[config.mk]
export PLATFORM = sky130hd
export DESIGN_NAME = small_matrix_multiply_top
export DESIGN_NICKNAME = d
export VERILOG_FILES = /design/src/smm_pkg.sv /design/src/small_matrix_multiply_top.sv /design/src/smm_mem.sv /design/src/smm_mac.sv
export SDC_FILE = /design/constraint.sdc
export NUM_CORES = 2
export LEC_CHECK = 0
export ABC_AREA = 1
export BUFFER_PORTS_ARGS = -buffer_cell sky130_fd_sc_hd__buf_2
export CAP_MARGIN = 10
export CORE_MARGIN = 1
export CORE_UTILIZATION = 50
export DETAILED_ROUTE_END_ITERATION = 8
export GPL_TIMING_DRIVEN = 0
export PLACE_DENSITY_LB_ADDON = 0.15
export SLEW_MARGIN = 20
export SYNTH_ARGS = -nofsm -noshare
export SYNTH_HDL_FRONTEND = slang
export SYNTH_SLANG_ARGS = --single-unit
[constraint.sdc]
create_clock -name aclk -period 13.7 [get_ports aclk]
set_input_delay 2.74 -clock aclk [delete_from_list [all_inputs] [get_ports aclk]]
set_output_delay 2.74 -clock aclk [all_outputs]
set_load 0.02 [all_outputs]
[src/smm_pkg.sv]
package smm_pkg;

    localparam int DATA_W = 16;
    localparam int PROD_W = 32;
    localparam int ACC_W  = 36;
    localparam int IDX_W  = 3;

    typedef enum logic [2:0] {
        ST_LOAD,
        ST_READ,
        ST_MUL,
        ST_ACC,
        ST_OUT
    } state_t;

    typedef struct packed {
        logic mul_en;
        logic acc_en;
        logic first;
    } mac_ctrl_t;

endpackage

[src/small_matrix_multiply_top.sv]
// Loading: one element per cycle, s_ready high while elements are taken.
// Compute: one shared 16x16 multiplier and 36-bit accumulator; each inner term goes through
// store read, multiply and accumulate.
// Results follow in row-major order; s_ready stays low until the last is taken.
// Reset (aresetn low, synchronous) clears the load position and sequencer; stores are not.
module small_matrix_multiply_top #(
    parameter int ROWS_A    = 4,
    parameter int INNER_DIM = 5,
    parameter int COLS_B    = 3
) (
    input  logic                               aclk,
    input  logic                               aresetn,
    input  logic                               s_valid,
    output logic                               s_ready,
    input  logic signed [smm_pkg::DATA_W-1:0]  s_element_value,
    output logic                               m_valid,
    input  logic                               m_ready,
    output logic signed [smm_pkg::ACC_W-1:0]   m_product_value,
    output logic [smm_pkg::IDX_W-1:0]          m_out_row,
    output logic [smm_pkg::IDX_W-1:0]          m_out_col,
    output logic                               m_last_result
);

    localparam int A_SIZE     = ROWS_A * INNER_DIM;
    localparam int B_SIZE     = INNER_DIM * COLS_B;
    localparam int LOAD_TOTAL = A_SIZE + B_SIZE;
    localparam int AW         = (A_SIZE > 1) ? $clog2(A_SIZE) : 1;
    localparam int BW         = (B_SIZE > 1) ? $clog2(B_SIZE) : 1;
    localparam int LW         = $clog2(LOAD_TOTAL);
    localparam int IW         = smm_pkg::IDX_W;

    smm_pkg::state_t    state_reg, state_next;
    smm_pkg::mac_ctrl_t mac_ctrl;

    logic [LW-1:0] load_count_reg;
    logic [LW-1:0] b_offset;
    logic [IW-1:0] row_reg, col_reg, k_reg;
    logic [AW-1:0] a_addr_reg, a_base_reg;
    logic [BW-1:0] b_addr_reg;

    logic s_fire, m_fire, load_done, k_done, is_last, in_a;
    logic signed [smm_pkg::DATA_W-1:0] a_rdata, b_rdata;

    assign s_fire    = s_valid && s_ready;
    assign m_fire    = m_valid && m_ready;
    assign load_done = (load_count_reg == LW'(LOAD_TOTAL - 1));
    assign k_done    = (k_reg == IW'(INNER_DIM - 1));
    assign is_last   = (row_reg == IW'(ROWS_A - 1)) && (col_reg == IW'(COLS_B - 1));
    assign in_a      = (load_count_reg < LW'(A_SIZE));
    assign b_offset  = load_count_reg - LW'(A_SIZE);

    smm_mem #(.DEPTH(A_SIZE), .AW(AW)) u_a_mem (
        .aclk  (aclk),
        .we    (s_fire && in_a),
        .waddr (load_count_reg[AW-1:0]),
        .wdata (s_element_value),
        .raddr (a_addr_reg),
        .rdata (a_rdata)
    );

    smm_mem #(.DEPTH(B_SIZE), .AW(BW)) u_b_mem (
        .aclk  (aclk),
        .we    (s_fire && !in_a),
        .waddr (b_offset[BW-1:0]),
        .wdata (s_element_value),
        .raddr (b_addr_reg),
        .rdata (b_rdata)
    );

    smm_mac u_mac (
        .aclk (aclk),
        .ctrl (mac_ctrl),
        .a_in (a_rdata),
        .b_in (b_rdata),
        .acc  (m_product_value)
    );

    always_comb begin
        state_next = state_reg;
        case (state_reg)
            smm_pkg::ST_LOAD: if (s_fire && load_done) state_next = smm_pkg::ST_READ;
            smm_pkg::ST_READ: state_next = smm_pkg::ST_MUL;
            smm_pkg::ST_MUL:  state_next = smm_pkg::ST_ACC;
            smm_pkg::ST_ACC:  state_next = k_done ? smm_pkg::ST_OUT : smm_pkg::ST_READ;
            smm_pkg::ST_OUT: begin
                if (m_fire) begin
                    state_next = is_last ? smm_pkg::ST_LOAD : smm_pkg::ST_READ;
                end
            end
            default: state_next = smm_pkg::ST_LOAD;
        endcase
    end

    always_comb begin
        s_ready         = 1'b0;
        m_valid         = 1'b0;
        mac_ctrl.mul_en = 1'b0;
        mac_ctrl.acc_en = 1'b0;
        mac_ctrl.first  = (k_reg == '0);
        case (state_reg)
            smm_pkg::ST_LOAD: s_ready         = 1'b1;
            smm_pkg::ST_MUL:  mac_ctrl.mul_en = 1'b1;
            smm_pkg::ST_ACC:  mac_ctrl.acc_en = 1'b1;
            smm_pkg::ST_OUT:  m_valid         = 1'b1;
            default: ;
        endcase
    end

    always_ff @(posedge aclk) begin
        if (!aresetn) begin
            state_reg      <= smm_pkg::ST_LOAD;
            load_count_reg <= '0;
            row_reg        <= '0;
            col_reg        <= '0;
            k_reg          <= '0;
            a_addr_reg     <= '0;
            a_base_reg     <= '0;
            b_addr_reg     <= '0;
        end else begin
            state_reg <= state_next;
            case (state_reg)
                smm_pkg::ST_LOAD: begin
                    if (s_fire) begin
                        if (load_done) begin
                            load_count_reg <= '0;
                            row_reg        <= '0;
                            col_reg        <= '0;
                            k_reg          <= '0;
                            a_addr_reg     <= '0;
                            a_base_reg     <= '0;
                            b_addr_reg     <= '0;
                        end else begin
                            load_count_reg <= load_count_reg + 1'b1;
                        end
                    end
                end
                smm_pkg::ST_ACC: begin
                    if (!k_done) begin
                        k_reg      <= k_reg + 1'b1;
                        a_addr_reg <= a_addr_reg + 1'b1;
                        b_addr_reg <= b_addr_reg + BW'(COLS_B);
                    end
                end
                smm_pkg::ST_OUT: begin
                    if (m_fire && !is_last) begin
                        k_reg <= '0;
                        if (col_reg == IW'(COLS_B - 1)) begin
                            col_reg    <= '0;
                            row_reg    <= row_reg + 1'b1;
                            a_base_reg <= a_base_reg + AW'(INNER_DIM);
                            a_addr_reg <= a_base_reg + AW'(INNER_DIM);
                            b_addr_reg <= '0;
                        end else begin
                            col_reg    <= col_reg + 1'b1;
                            a_addr_reg <= a_base_reg;
                            b_addr_reg <= BW'(col_reg + 1'b1);
                        end
                    end
                end
                default: ;
            endcase
        end
    end

    assign m_out_row     = row_reg;
    assign m_out_col     = col_reg;
    assign m_last_result = is_last;

`ifndef SYNTHESIS
    a_no_overlap: assert property (@(posedge aclk) disable iff (!aresetn)
        !(s_ready && m_valid))
        else $error("input and result channels active together");

    a_k_range: assert property (@(posedge aclk) disable iff (!aresetn)
        int'(k_reg) < INNER_DIM)
        else $error("inner index out of range");

    a_load_range: assert property (@(posedge aclk) disable iff (!aresetn)
        int'(load_count_reg) < LOAD_TOTAL)
        else $error("load position out of range");

    a_last_to_load: assert property (@(posedge aclk) disable iff (!aresetn)
        (m_fire && m_last_result) |=> s_ready)
        else $error("block not ready after final result");
`endif

endmodule

[src/smm_mem.sv]
module smm_mem #(
    parameter int DEPTH = 20,
    parameter int AW    = 5
) (
    input  logic                               aclk,
    input  logic                               we,
    input  logic [AW-1:0]                      waddr,
    input  logic signed [smm_pkg::DATA_W-1:0]  wdata,
    input  logic [AW-1:0]                      raddr,
    output logic signed [smm_pkg::DATA_W-1:0]  rdata
);

    logic signed [smm_pkg::DATA_W-1:0] mem [DEPTH];
    logic signed [smm_pkg::DATA_W-1:0] rdata_reg;

    always_ff @(posedge aclk) begin
        if (we) begin
            mem[waddr] <= wdata;
        end
    end

    always_ff @(posedge aclk) begin
        rdata_reg <= mem[raddr];
    end

    assign rdata = rdata_reg;

endmodule

[src/smm_mac.sv]
module smm_mac (
    input  logic                               aclk,
    input  smm_pkg::mac_ctrl_t                 ctrl,
    input  logic signed [smm_pkg::DATA_W-1:0]  a_in,
    input  logic signed [smm_pkg::DATA_W-1:0]  b_in,
    output logic signed [smm_pkg::ACC_W-1:0]   acc
);

    logic signed [smm_pkg::PROD_W-1:0] prod_reg;
    logic signed [smm_pkg::ACC_W-1:0]  acc_reg;
    logic signed [smm_pkg::ACC_W-1:0]  acc_next;
    logic signed [smm_pkg::ACC_W-1:0]  prod_ext;

    assign prod_ext = {{(smm_pkg::ACC_W - smm_pkg::PROD_W){prod_reg[smm_pkg::PROD_W-1]}},
                       prod_reg};
    assign acc_next = (ctrl.first ? '0 : acc_reg) + prod_ext;

    always_ff @(posedge aclk) begin
        if (ctrl.mul_en) begin
            prod_reg <= a_in * b_in;
        end
        if (ctrl.acc_en) begin
            acc_reg <= acc_next;
        end
    end

    assign acc = acc_reg;

endmodule

==> metrics.txt <==
nets=4,755; first-pass GRT wire length=169,600 µm; cell with the largest stage delay on the worst path=sky130_fd_sc_hd__fa_1; initial antenna violation count=1; dpl hpwl=81,350 µm; std cell rows=103; GRT Total Usage=27.51%; Post-synth EDFFs=628; Placed Cells=5,318; fraction of power spent switching nets=41.42%; clock root buffer=sky130_fd_sc_hd__clkbuf_16; depth of the CTS H-tree=3; Post-CTS Hold Buffers=0; unrepaired setup endpoints after global routing=no; post-synth design cell area=40,320 µm²; worst supply voltage drop on vdd=246.6 µV; sum of overflow across all layers after global routing=0; Pwr Total=0.008486 W; worst hold path type=register to register; CTS buffer count=74; area enclosed by the die boundary=81,780 µm²; remaining max-slew budget at the tightest pin=33.96%; layer carrying the most global-route usage=met2; source-to-sink clock delay at the later pin of the worst-skew pair=0.65 ns; Antenna Violating Nets Remaining=0; final worst-path setup slack=6.997 ns; core area=79,390 µm²; max FFs per register=320; setup slack after placement=6.987 ns; # setup viols final=0; DR vias/cell=5.404; WL/cell=20.42 µm; worst slack on hold paths=0.4924 ns; share of flip-flops with an asynchronous set or reset=0%; proportion of layout cells with a drive suffix above 1=7.974%; maximum clock frequency=0.1492 GHz; mean instance size in the synthesized netlist=9.698 µm²; leading register cell type out of synthesis=sky130_fd_sc_hd__edfxtp_1; number of port buffers=64; power density over the cells=188.7 nW/µm²; number of pins with negative max-slew slack in the final report=0; Detailed Route Iter0 Violations=2,764; largest stage delay on the critical path=0.78 ns; Final Non-Filler Cells=5,453; Layout Skew=0.03348 ns; portion of total power attributed to the clock network=23.5%; Internal=0.004971 W; synthesized netlist cell count=4,158; share of synthesized area occupied by flip-flops and latches=49.95%; portion of total power attributed to combinational logic=47.3%; Critical Path Start Type=register; relative contribution of sequential cells to total power=29.2%; warnings from Yosys=0; critical path fanouts, max=10; Yosys reg bits=692; pin count of the biggest net entering global routing=45; met1 usage in global routing=38.56%; critical path data arrival time=7.08 ns; static leakage=19.69 nW; Setup TNS=0 ns; initial core utilization=50.79%; number of top-level pins=65; Die X-Extent=286.0 µm; net switching power figure=0.003515 W; clock tree from TritonCTS=done; ordered cell list for the critical path=clkbuf_1, clkbuf_1, nand2_1, fa_1, inv_1, fa_1, fa_1, fa_1, fa_1, inv_1, fa_1, inv_1, ha_1, nand2_1, nor2_1, nand2_1, nor3b_1, nand2_1, nand3b_1, inv_1, nand2_1, nand2_1; Req. time, crit path=14.08 ns; residual DRC count=0; number of clock sinks=692; number of max-cap violations=0; global placer's final weighted congestion=0.9525; total via count in the routed design=29,469; via count of the first global-routing pass=28,602; outcome=completed; total iterations of the first detailed-routing run=6; maximum count of clock buffers along a single path=3; die height=286.0 µm; Synthesized Nets=4,569; final hold violations=0; category of the critical setup timing path=register to register; final WL=111,400 µm; clock transition at the registers of the reported paths=0.06 ns; met3 usage=3.397%; area overhead of the layout relative to synthesis=11.51%; Final period util=48.93%; kind of capture point of the worst setup path=register; final critical path time including I/O delays and setup=6.703 ns; GR met2 Demand/Resource=45.21%; Synth cell types=52; post-cts resize count=0; Worst-Margin Slew=0.9907 ns; count of buffers added by post-CTS timing repair for setup=0
==> cells by family after synthesis <==
group | after synthesis | synth area share [%]
fa+ha+maj | 391 | 17.03
simple gates | 1666 | 16.71
flops | 692 | 49.95
xor+xnor | 49 | 1.064
buf+inv | 850 | 8.229
compound gates | 510 | 7.025
==> worst max-delay path, delay by kind of cell (launching register included) <==
kind,cells,cell delay [ns]
fa+ha+maj,7,3.76
buf+inv,6,1.07
flops,1,0.39
simple gates,9,1.23
==> path summary, 6_finish.rpt <==
check	endpoint	cells past startpoint	from	slack, ns
min reg2reg	k_reg[0]	2	k_reg[0]	0.49
min	k_reg[0]	2	k_reg[0]	0.49
max reg2reg	u_mac.prod_reg[31]	22	u_b_mem.rdata[5]	7.00
max	u_mac.prod_reg[31]	22	u_b_mem.rdata[5]	7.00
==> per-stage QoR <==
step | cell area (µm²) | util [%]
3_3_place_gp | 41960 | 52.85
3_5_place_dp | 42550 | 53.60
4_1_cts | 44960 | 56.64
6_report | 44960 | 56.64
5_1_grt | 44960 | 56.64
2_1_floorplan | 40320 | -
==> layout by cell type (no fill, tap or decap), types with 45 or more instances in the layout <==
cell type	instances
sky130_fd_sc_hd__edfxtp_1	628
sky130_fd_sc_hd__o21ai_0	260
sky130_fd_sc_hd__nand3_1	153
sky130_fd_sc_hd__clkbuf_1	133
sky130_fd_sc_hd__dfxtp_1	64
sky130_fd_sc_hd__fa_1	263
sky130_fd_sc_hd__a21oi_1	105
sky130_fd_sc_hd__inv_1	657
sky130_fd_sc_hd__clkbuf_16	74
sky130_fd_sc_hd__nand2_1	890
sky130_fd_sc_hd__nor2_1	499
sky130_fd_sc_hd__o22ai_1	45
sky130_fd_sc_hd__buf_2	105
sky130_fd_sc_hd__ha_1	128
==> cells in the mapped netlist (45+ instances only) <==
cell type	instances	area, µm²
sky130_fd_sc_hd__o21ai_0	260	1301
sky130_fd_sc_hd__dfxtp_1	64	1281
sky130_fd_sc_hd__fa_1	263	5265
sky130_fd_sc_hd__nand3_1	153	765.7
sky130_fd_sc_hd__nand2_1	890	3341
sky130_fd_sc_hd__inv_1	657	2466
sky130_fd_sc_hd__o22ai_1	45	281.5
sky130_fd_sc_hd__nor2_1	519	1948
sky130_fd_sc_hd__edfxtp_1	628	18860
sky130_fd_sc_hd__clkbuf_1	114	427.9
sky130_fd_sc_hd__ha_1	128	1602
sky130_fd_sc_hd__a21oi_1	105	525.5
==> power groups by stage <==
stage          logic (W)  clock network (W)  registers [W]
4_1_cts          0.00402            0.00202        0.00247
3_5_place_dp     0.00400                  0        0.00252
3_3_place_gp     0.00395                  0        0.00252
6_report         0.00402            0.00199        0.00247
2_1_floorplan    0.00279                  0        0.00252
5_1_grt          0.00454            0.00209        0.00247
==> layer usage <==
| layer | vias to the layer above | part of all wire (%) |
|---|---|---|
| li1 | 13809 | - |
| met1 | 14420 | 43 |
| met2 | 1076 | 48 |
| met3 | 164 | 6.9 |
| met4 | 0 | 2.4 |
| met5 | - | 0 |
==> area by class of cell <==
class,instances,area (µm²)
Multi-Input combinational cell,2616,17000
Fill cell,7017,34420
Timing Repair Buffer,110,785.8
Buffer,178,790.8
Clock inverter,38,445.4
Tap cell,1050,1314
Clock buffer,96,1964
Antenna cell,1,2.502
Inverter,672,2527
Sequential cell,692,20140
Power figures use the tool's default switching activity.
